==> config.mk <==
export PLATFORM = sky130hd
export DESIGN_NAME = keyword_surface_classifier_unit
export DESIGN_NICKNAME = d
export VERILOG_FILES = /design/src/sv/ksc_pkg.sv /design/src/sv/ksc_match.sv /design/src/sv/ksc_cfg.sv /design/src/sv/keyword_surface_classifier_unit.sv
export SDC_FILE = /design/constraint.sdc
export NUM_CORES = 1
export LEC_CHECK = 0
export BUFFER_PORTS_ARGS = -buffer_cell sky130_fd_sc_hd__buf_2
export CAP_MARGIN = 20
export CORE_MARGIN = 1
export CORE_UTILIZATION = 61
export DETAILED_ROUTE_END_ITERATION = 7
export GPL_TIMING_DRIVEN = 0
export PLACE_DENSITY = 0.89
export SKIP_LAST_GASP = 1
export SYNTH_ARGS = -nofsm -noshare
export SYNTH_HDL_FRONTEND = slang
export SYNTH_SLANG_ARGS = --single-unit
export TNS_END_PERCENT = 30
==> constraint.sdc <==
create_clock -name clk -period 3.4 [get_ports clk]
set_input_delay 0.51 -clock clk [delete_from_list [all_inputs] [get_ports clk]]
set_output_delay 0.51 -clock clk [all_outputs]
set_load 0.02 [all_outputs]
==> src/sv/ksc_pkg.sv <==
`timescale 1ns / 1ps
package ksc_pkg;

  // Category codes, in priority order.
  typedef enum logic [2:0] {
    CAT_ROAD     = 3'd0,
    CAT_WATER    = 3'd1,
    CAT_FOREST   = 3'd2,
    CAT_FARMLAND = 3'd3,
    CAT_ROCK     = 3'd4,
    CAT_DIRT     = 3'd5,
    CAT_GRASS    = 3'd6,
    CAT_UNKNOWN  = 3'd7
  } category_t;

  localparam int NumCats   = 7;
  localparam int NumRegs   = 8;
  localparam int WinDepth  = 7;
  localparam int TailBytes = WinDepth + 1;
  localparam int NumKw     = 17;
  localparam int ColourW   = 24;
  localparam int RegIdxW   = 3;

  typedef logic [NumCats-1:0]     hits_t;
  typedef logic [8*TailBytes-1:0] tail_t;
  typedef logic [ColourW-1:0]     colour_t;

  // Control from the top level to the matcher.
  typedef struct packed {
    logic step;
    logic last;
  } ksc_ctrl_t;

  // Keyword text, right aligned: the final character sits in the low byte.
  localparam tail_t KwText [NumKw] = '{
    64'("road"), 64'("asphalt"), 64'("concrete"), 64'("runway"),
    64'("water"), 64'("sea"), 64'("ocean"),
    64'("forest"), 64'("tree"),
    64'("crop"), 64'("field"),
    64'("rock"), 64'("stone"),
    64'("dirt"), 64'("soil"), 64'("sand"),
    64'("grass")
  };

  localparam int KwLen [NumKw] = '{4, 7, 8, 6, 5, 3, 5, 6, 4, 4, 5, 4, 5, 4, 4, 4, 5};

  localparam category_t KwCat [NumKw] = '{
    CAT_ROAD, CAT_ROAD, CAT_ROAD, CAT_ROAD,
    CAT_WATER, CAT_WATER, CAT_WATER,
    CAT_FOREST, CAT_FOREST,
    CAT_FARMLAND, CAT_FARMLAND,
    CAT_ROCK, CAT_ROCK,
    CAT_DIRT, CAT_DIRT, CAT_DIRT,
    CAT_GRASS
  };

  localparam colour_t ColourReset [NumRegs] = '{
    24'h404040, 24'h1E90FF, 24'h006400, 24'h9ACD32,
    24'h808080, 24'h8B7765, 24'h228B22, 24'hFFFFFF
  };

  // ASCII upper case to lower case; other values pass unchanged.
  function automatic logic [7:0] fold_byte(input logic [7:0] b);
    logic [7:0] r;
    r = b;
    if (b >= 8'h41 && b <= 8'h5A) begin
      r = b + 8'h20;
    end
    return r;
  endfunction

  // Hit bits for every keyword that ends at the newest byte of the tail.
  function automatic hits_t match_tail(input tail_t tail);
    hits_t h;
    tail_t mask;
    h = '0;
    for (int k = 0; k < NumKw; k++) begin
      mask = '0;
      for (int i = 0; i < TailBytes; i++) begin
        if (i < KwLen[k]) begin
          mask[8*i +: 8] = 8'hFF;
        end
      end
      if ((tail & mask) == KwText[k]) begin
        h[KwCat[k]] = 1'b1;
      end
    end
    return h;
  endfunction

  // First hit in priority order, else unknown.
  function automatic category_t pick_category(input hits_t h);
    category_t c;
    c = CAT_UNKNOWN;
    for (int i = NumCats - 1; i >= 0; i--) begin
      if (h[i]) begin
        c = category_t'(i);
      end
    end
    return c;
  endfunction

endpackage

==> src/sv/ksc_match.sv <==
`timescale 1ns / 1ps
module ksc_match (
  input  logic               clk,
  input  logic               rst,
  input  ksc_pkg::ksc_ctrl_t ctrl,
  input  logic [7:0]         cur_byte,
  output ksc_pkg::hits_t     hits_now
);
  import ksc_pkg::*;

  logic [8*WinDepth-1:0] window;
  hits_t                 hits;

  // Current byte in the low byte, older bytes above it.
  assign hits_now = hits | match_tail({window, cur_byte});

  // Shift the window on each byte; clear everything after the last one.
  always_ff @(posedge clk) begin
    if (rst) begin
      window <= '0;
      hits   <= '0;
    end else if (ctrl.step) begin
      if (ctrl.last) begin
        window <= '0;
        hits   <= '0;
      end else begin
        window <= {window[8*(WinDepth-1)-1:0], cur_byte};
        hits   <= hits_now;
      end
    end
  end

  // Sticky hits never drop within a name.
  a_hits_sticky: assert property (@(posedge clk) disable iff (rst)
    ctrl.step && !ctrl.last |=> (hits & $past(hits)) == $past(hits))
    else $error("category hits lost within a name");

  a_clear_after_last: assert property (@(posedge clk) disable iff (rst)
    ctrl.step && ctrl.last |=> hits == '0 && window == '0)
    else $error("state not cleared after last byte");

endmodule

==> src/sv/ksc_cfg.sv <==
`timescale 1ns / 1ps
module ksc_cfg (
  input  logic                        clk,
  input  logic                        rst,
  input  logic                        wr_en,
  input  logic [ksc_pkg::RegIdxW-1:0] wr_index,
  input  ksc_pkg::colour_t            wr_data,
  input  ksc_pkg::category_t          sel,
  output ksc_pkg::colour_t            colour
);
  import ksc_pkg::*;

  colour_t regs [NumRegs];

  // Colour registers, written one at a time.
  always_ff @(posedge clk) begin
    if (rst) begin
      for (int i = 0; i < NumRegs; i++) begin
        regs[i] <= ColourReset[i];
      end
    end else if (wr_en) begin
      regs[wr_index] <= wr_data;
    end
  end

  // Colour of the selected category.
  assign colour = regs[sel];

endmodule

==> src/sv/keyword_surface_classifier_unit.sv <==
`timescale 1ns / 1ps
// Channel   Fields (low bit first)                           Handshake
// s_axis    tdata: name_byte[7:0]; tlast: last_byte          s_tvalid / s_tready
// m_axis    tdata: category[2:0] red[10:3] green[18:11]      m_tvalid / m_tready
//           blue[26:19], zero fill [31:27]
// cfg       wr_index selects colour register 0..7            wr_en, no wait
//
// One byte per cycle sustained; each byte passes through the input register,
// and the last byte's result enters the output register as that byte leaves
// it. Synchronous reset clears the window, hits and valids and reloads the
// colour defaults. A last byte waits in the input register while an earlier
// result is held by m_tready low; other bytes pass regardless of the output.
module keyword_surface_classifier_unit (
  input  logic                        clk,
  input  logic                        rst,
  input  logic [7:0]                  s_tdata,   // name_byte[7:0]
  input  logic                        s_tlast,
  input  logic                        s_tvalid,
  output logic                        s_tready,
  output logic [31:0]                 m_tdata,   // category, red, green, blue
  output logic                        m_tvalid,
  input  logic                        m_tready,
  input  logic                        wr_en,
  input  logic [ksc_pkg::RegIdxW-1:0] wr_index,
  input  ksc_pkg::colour_t            wr_data
);
  import ksc_pkg::*;

  logic       in_valid;
  logic       in_last;
  logic [7:0] in_byte;
  logic       out_free;
  logic       advance;
  ksc_ctrl_t  ctrl;
  hits_t      hits_now;
  category_t  cat;
  colour_t    colour;

  assign out_free = !m_tvalid || m_tready;
  assign advance  = in_valid && (!in_last || out_free);
  assign s_tready = !in_valid || advance;
  assign ctrl     = '{step: advance, last: in_last};

  // Input register holds the folded byte.
  always_ff @(posedge clk) begin
    if (rst) begin
      in_valid <= 1'b0;
    end else if (s_tvalid && s_tready) begin
      in_valid <= 1'b1;
    end else if (advance) begin
      in_valid <= 1'b0;
    end
  end

  always_ff @(posedge clk) begin
    if (s_tvalid && s_tready) begin
      in_byte <= fold_byte(s_tdata);
      in_last <= s_tlast;
    end
  end

  ksc_match u_match (
    .clk      (clk),
    .rst      (rst),
    .ctrl     (ctrl),
    .cur_byte (in_byte),
    .hits_now (hits_now)
  );

  assign cat = pick_category(hits_now);

  ksc_cfg u_cfg (
    .clk      (clk),
    .rst      (rst),
    .wr_en    (wr_en),
    .wr_index (wr_index),
    .wr_data  (wr_data),
    .sel      (cat),
    .colour   (colour)
  );

  // Result register.
  always_ff @(posedge clk) begin
    if (rst) begin
      m_tvalid <= 1'b0;
    end else if (advance && in_last) begin
      m_tvalid <= 1'b1;
    end else if (m_tready) begin
      m_tvalid <= 1'b0;
    end
  end

  always_ff @(posedge clk) begin
    if (advance && in_last) begin
      m_tdata <= {5'd0, colour[7:0], colour[15:8], colour[23:16], cat};
    end
  end

  a_no_overwrite: assert property (@(posedge clk) disable iff (rst)
    m_tvalid && !m_tready |-> !(advance && in_last))
    else $error("held result overwritten");

  a_result_follows_last: assert property (@(posedge clk) disable iff (rst)
    advance && in_last |=> m_tvalid)
    else $error("last byte produced no result");

  a_mid_byte_no_stall: assert property (@(posedge clk) disable iff (rst)
    in_valid && !in_last |-> s_tready && advance)
    else $error("non-last byte stalled");

endmodule
==> summary.txt <==
Worst setup SP type -> flop
GP Congestion -> 0.8933
first-pass GRT wire length -> 56800 µm
hold path cells -> 1
antenna violation net count after detailed routing -> 0
RSZ-0062 raised after global routing -> true
CP max stage delay -> 580 ps
post-DP HPWL -> 24170 µm
total global-route track usage -> 34.16%
RR Startpoint -> in_byte[7]$_DFFE_PP_
PwrDens -> 527.0 mW/mm²
CORE AREA -> 0.02122 mm²
Buffers & Inverters on Critical Path -> 3
I/O Buffers -> 69
Layout Nets -> 1243
largest net degree at the start of global routing -> 30
antenna violations before repair -> 1
critical path required time -> 3720 ps
Arr. time, crit path -> 3780 ps
die area -> 0.02241 mm²
Fin. Hold Viols -> 0
Yosys cell types -> 66
Crit-path slowest cell -> or4_1
layout cells sized above 1 -> 18.71%
Vias/cell -> 6.837
critical-path cell list -> nor4bb_2, nand2_1, or4_1, o21ai_1, a31o_2, buf_4, or3_1, buf_2, buf_2, a221oi_1, o22ai_1
Leakage -> 5.196 nW
H-tree Lvls -> 1
Hold Startpoint -> s_tlast
type of the worst setup path -> reg2reg
DIE HEIGHT -> 149.7 µm
residual DRC count -> 0
hold buffer count at CTS -> 0
count leader, synth -> edfxtp_1
FF+latch count, synth -> 293
Fillers -> 1395
status -> complete, but fails checks
Reg area -> 0.008148 mm²
ranking of synthesized cells by area -> edfxtp_1 (51%), dfxtp_1 (9.8%), and2_1 (6.5%)
Placement Setup Slack -> -257.8 ps
CP most frequent cell -> buf_2
final setup fails -> 4
# rows -> 53
Worst Reg-to-Reg Cells -> 11
ys async rst share -> 0%
Max Slew Vio Count -> 0
Final min period -> 3467 ps
number of global-route vias before repair -> 9933
Die Wd -> 149.7 µm
TritonCTS clock tree -> done
Syn. warnings -> 0
setup_tns -> -88.90 ps
largest area contributor in the synthesized netlist -> edfxtp_1
cells after synthesis -> 1092
Area growth syn-to-layout -> 14.70%
share of the synthesized area in the top cell type -> 51.45%
CP Max Fanout -> 10
post-synthesis sequential area ratio -> 61.23%
via count -> 10255
setup ws final -> -66.74 ps
Top delay family on crit path -> simple AND/OR/NAND/NOR gates
DRT iter0 DRCs -> 1411
clk_skew -> 25.33 ps
clock-pin slew on the worst setup and hold paths -> 60 ps
Num CTS Buffers -> 29
Hold WC Path Type -> in2reg
normalized max-slew margin -> 34.68%
Mean Syn Cell Area -> 12.19 µm²
worst skew pair latency -> 580 ps
num ports -> 75
root buffer cell -> clkbuf_16
Worst IR Drop VDD -> 0.4960 mV
f_max -> 288.5 MHz
Avg WL per Cell -> 25.21 µm
Critical Path End Type -> flop
Synth top cells by count -> edfxtp_1 (228), and2_1 (139), nor2_1 (101)
area occupied by multi-input gates -> 0.004852 mm²
Reg2Reg Capture Point -> m_tdata[9]$_DFFE_PP_
DRT Pass-1 Iters -> 6
R2R Setup Slk -> -70 ps
CTS sink cnt -> 293
actual slew at the worst max-slew pin -> 972.4 ps
Max clock buf depth -> 3
mapped cell area -> 0.01331 mm²
Routed WL -> 37820 µm
gr ovfl total -> 0
Hold Path Sink -> in_last$_DFFE_PP_
max_cap viols -> 0
number of synthesized flops with an enable pin -> 228
period utilization -> 102.0%
failing checks -> negative setup slack
Initial Utilization -> 62.71%
main flop type after synthesis -> edfxtp_1
==> timing repair <==
action / in CTS / in global routing
pin swaps: 0 / 2
cloned: 0 / 0
gates resized for setup: 18 / 25
setup buffers: 2 / 2
hold endpoints to repair: 0 / 0
endpoints found under the setup margin: 25 / 25
==> worst max-delay path by stage <==
stage          slack (ps)  depth (start not counted)                             end                       startpoint
2_1_floorplan         530                          9           m_tdata[22]$_DFFE_PP_             in_byte[3]$_DFFE_PP_
3_3_place_gp         -330                          9           m_tdata[18]$_DFFE_PP_             in_byte[7]$_DFFE_PP_
3_5_place_dp         -260                          5  u_cfg.regs[1][8]$_SDFFCE_PN0P_                              rst
4_1_cts               -40                         10            m_tdata[7]$_DFFE_PP_             in_byte[3]$_DFFE_PP_
5_1_grt              -160                         10           m_tdata[14]$_DFFE_PP_  u_match.window[11]$_SDFFE_PP0P_
6_report              -70                         11            m_tdata[9]$_DFFE_PP_             in_byte[7]$_DFFE_PP_
==> registers in the layout, summed over array words and instances (netlist names) <==
register,flops
m_tvalid,1
u_match.hits,7
in_last,1
in_valid,1
u_cfg.regs,192
m_tdata,27
in_byte,8
u_match.window,56
==> power breakdown <==
part | internal [W] | switching, W
logic | 0.000120 | 0.000277
registers | 0.00403 | 0.0000674
clock network | 0.00214 | 0.00142
==> layer usage <==
metal	track usage (%)	routed length (µm)
met1	46.41	14330
met2	53.40	17550
met3	7.195	4389
met4	14.55	1552
met5	0	0
==> per-stage QoR <==
step           instance area, µm²  hold WS [ps]  util (%)  power [W]  std cells
3_3_place_gp                14010         453.0     66.03   0.004512       1440
5_1_grt                     15260         102.7     71.93   0.008197       1500
6_report                    15260         111.8     71.93   0.008044       1500
3_5_place_dp                14030         472.7     66.13   0.004535       1441
4_1_cts                     15180         108.3     71.55   0.008004       1497
2_1_floorplan               13320         442.3         -   0.004358       1096
==> logic make-up after synthesis <==
group                      after synthesis  share of synthesized area, %
and+or+nand+nor                        489                         22.08
DFF                                    293                         61.23
AOI/OAI and AO/OA                      212                         13.23
buffers and inverters                   96                         3.347
adders and majority gates                1                       0.09401
other                                    1                       0.02818
==> cell usage in the layout (no fill, tap or decap), drive strengths merged, types with 26 or more instances in the layout <==
| master | Yosys | layout |
|---|---|---|
| nor2 | 101 | 101 |
| o22ai | 26 | 26 |
| nor3 | 31 | 31 |
| clkbuf | 65 | 104 |
| edfxtp | 228 | 228 |
| a22oi | 56 | 56 |
| or3 | 67 | 67 |
| and2 | 139 | 139 |
| a21oi | 27 | 27 |
| buf | 27 | 101 |
| dfxtp | 65 | 65 |
==> cell type report <==
| class | instances | share of cell area, % |
|---|---|---|
| Sequential cell | 293 | 53.38 |
| Multi-Input combinational cell | 707 | 31.79 |
| Clock buffer | 39 | 5.279 |
| Buffer | 91 | 2.935 |
| Timing Repair Buffer | 75 | 2.590 |
| Tap cell | 275 | 2.254 |
| Clock inverter | 15 | 1.656 |
| Inverter | 4 | 0.09837 |
| Antenna cell | 1 | 0.01639 |
==> worst reg2reg max path: stages (launching register included) <==
cell	delay, ps
edfxtp_1	470
nor4bb_2	480
nand2_1	220
or4_1	580
o21ai_1	140
a31o_2	130
buf_4	150
or3_1	110
buf_2	140
buf_2	310
a221oi_1	100
o22ai_1	370
Note: power is estimated with default switching activity, not from simulation.
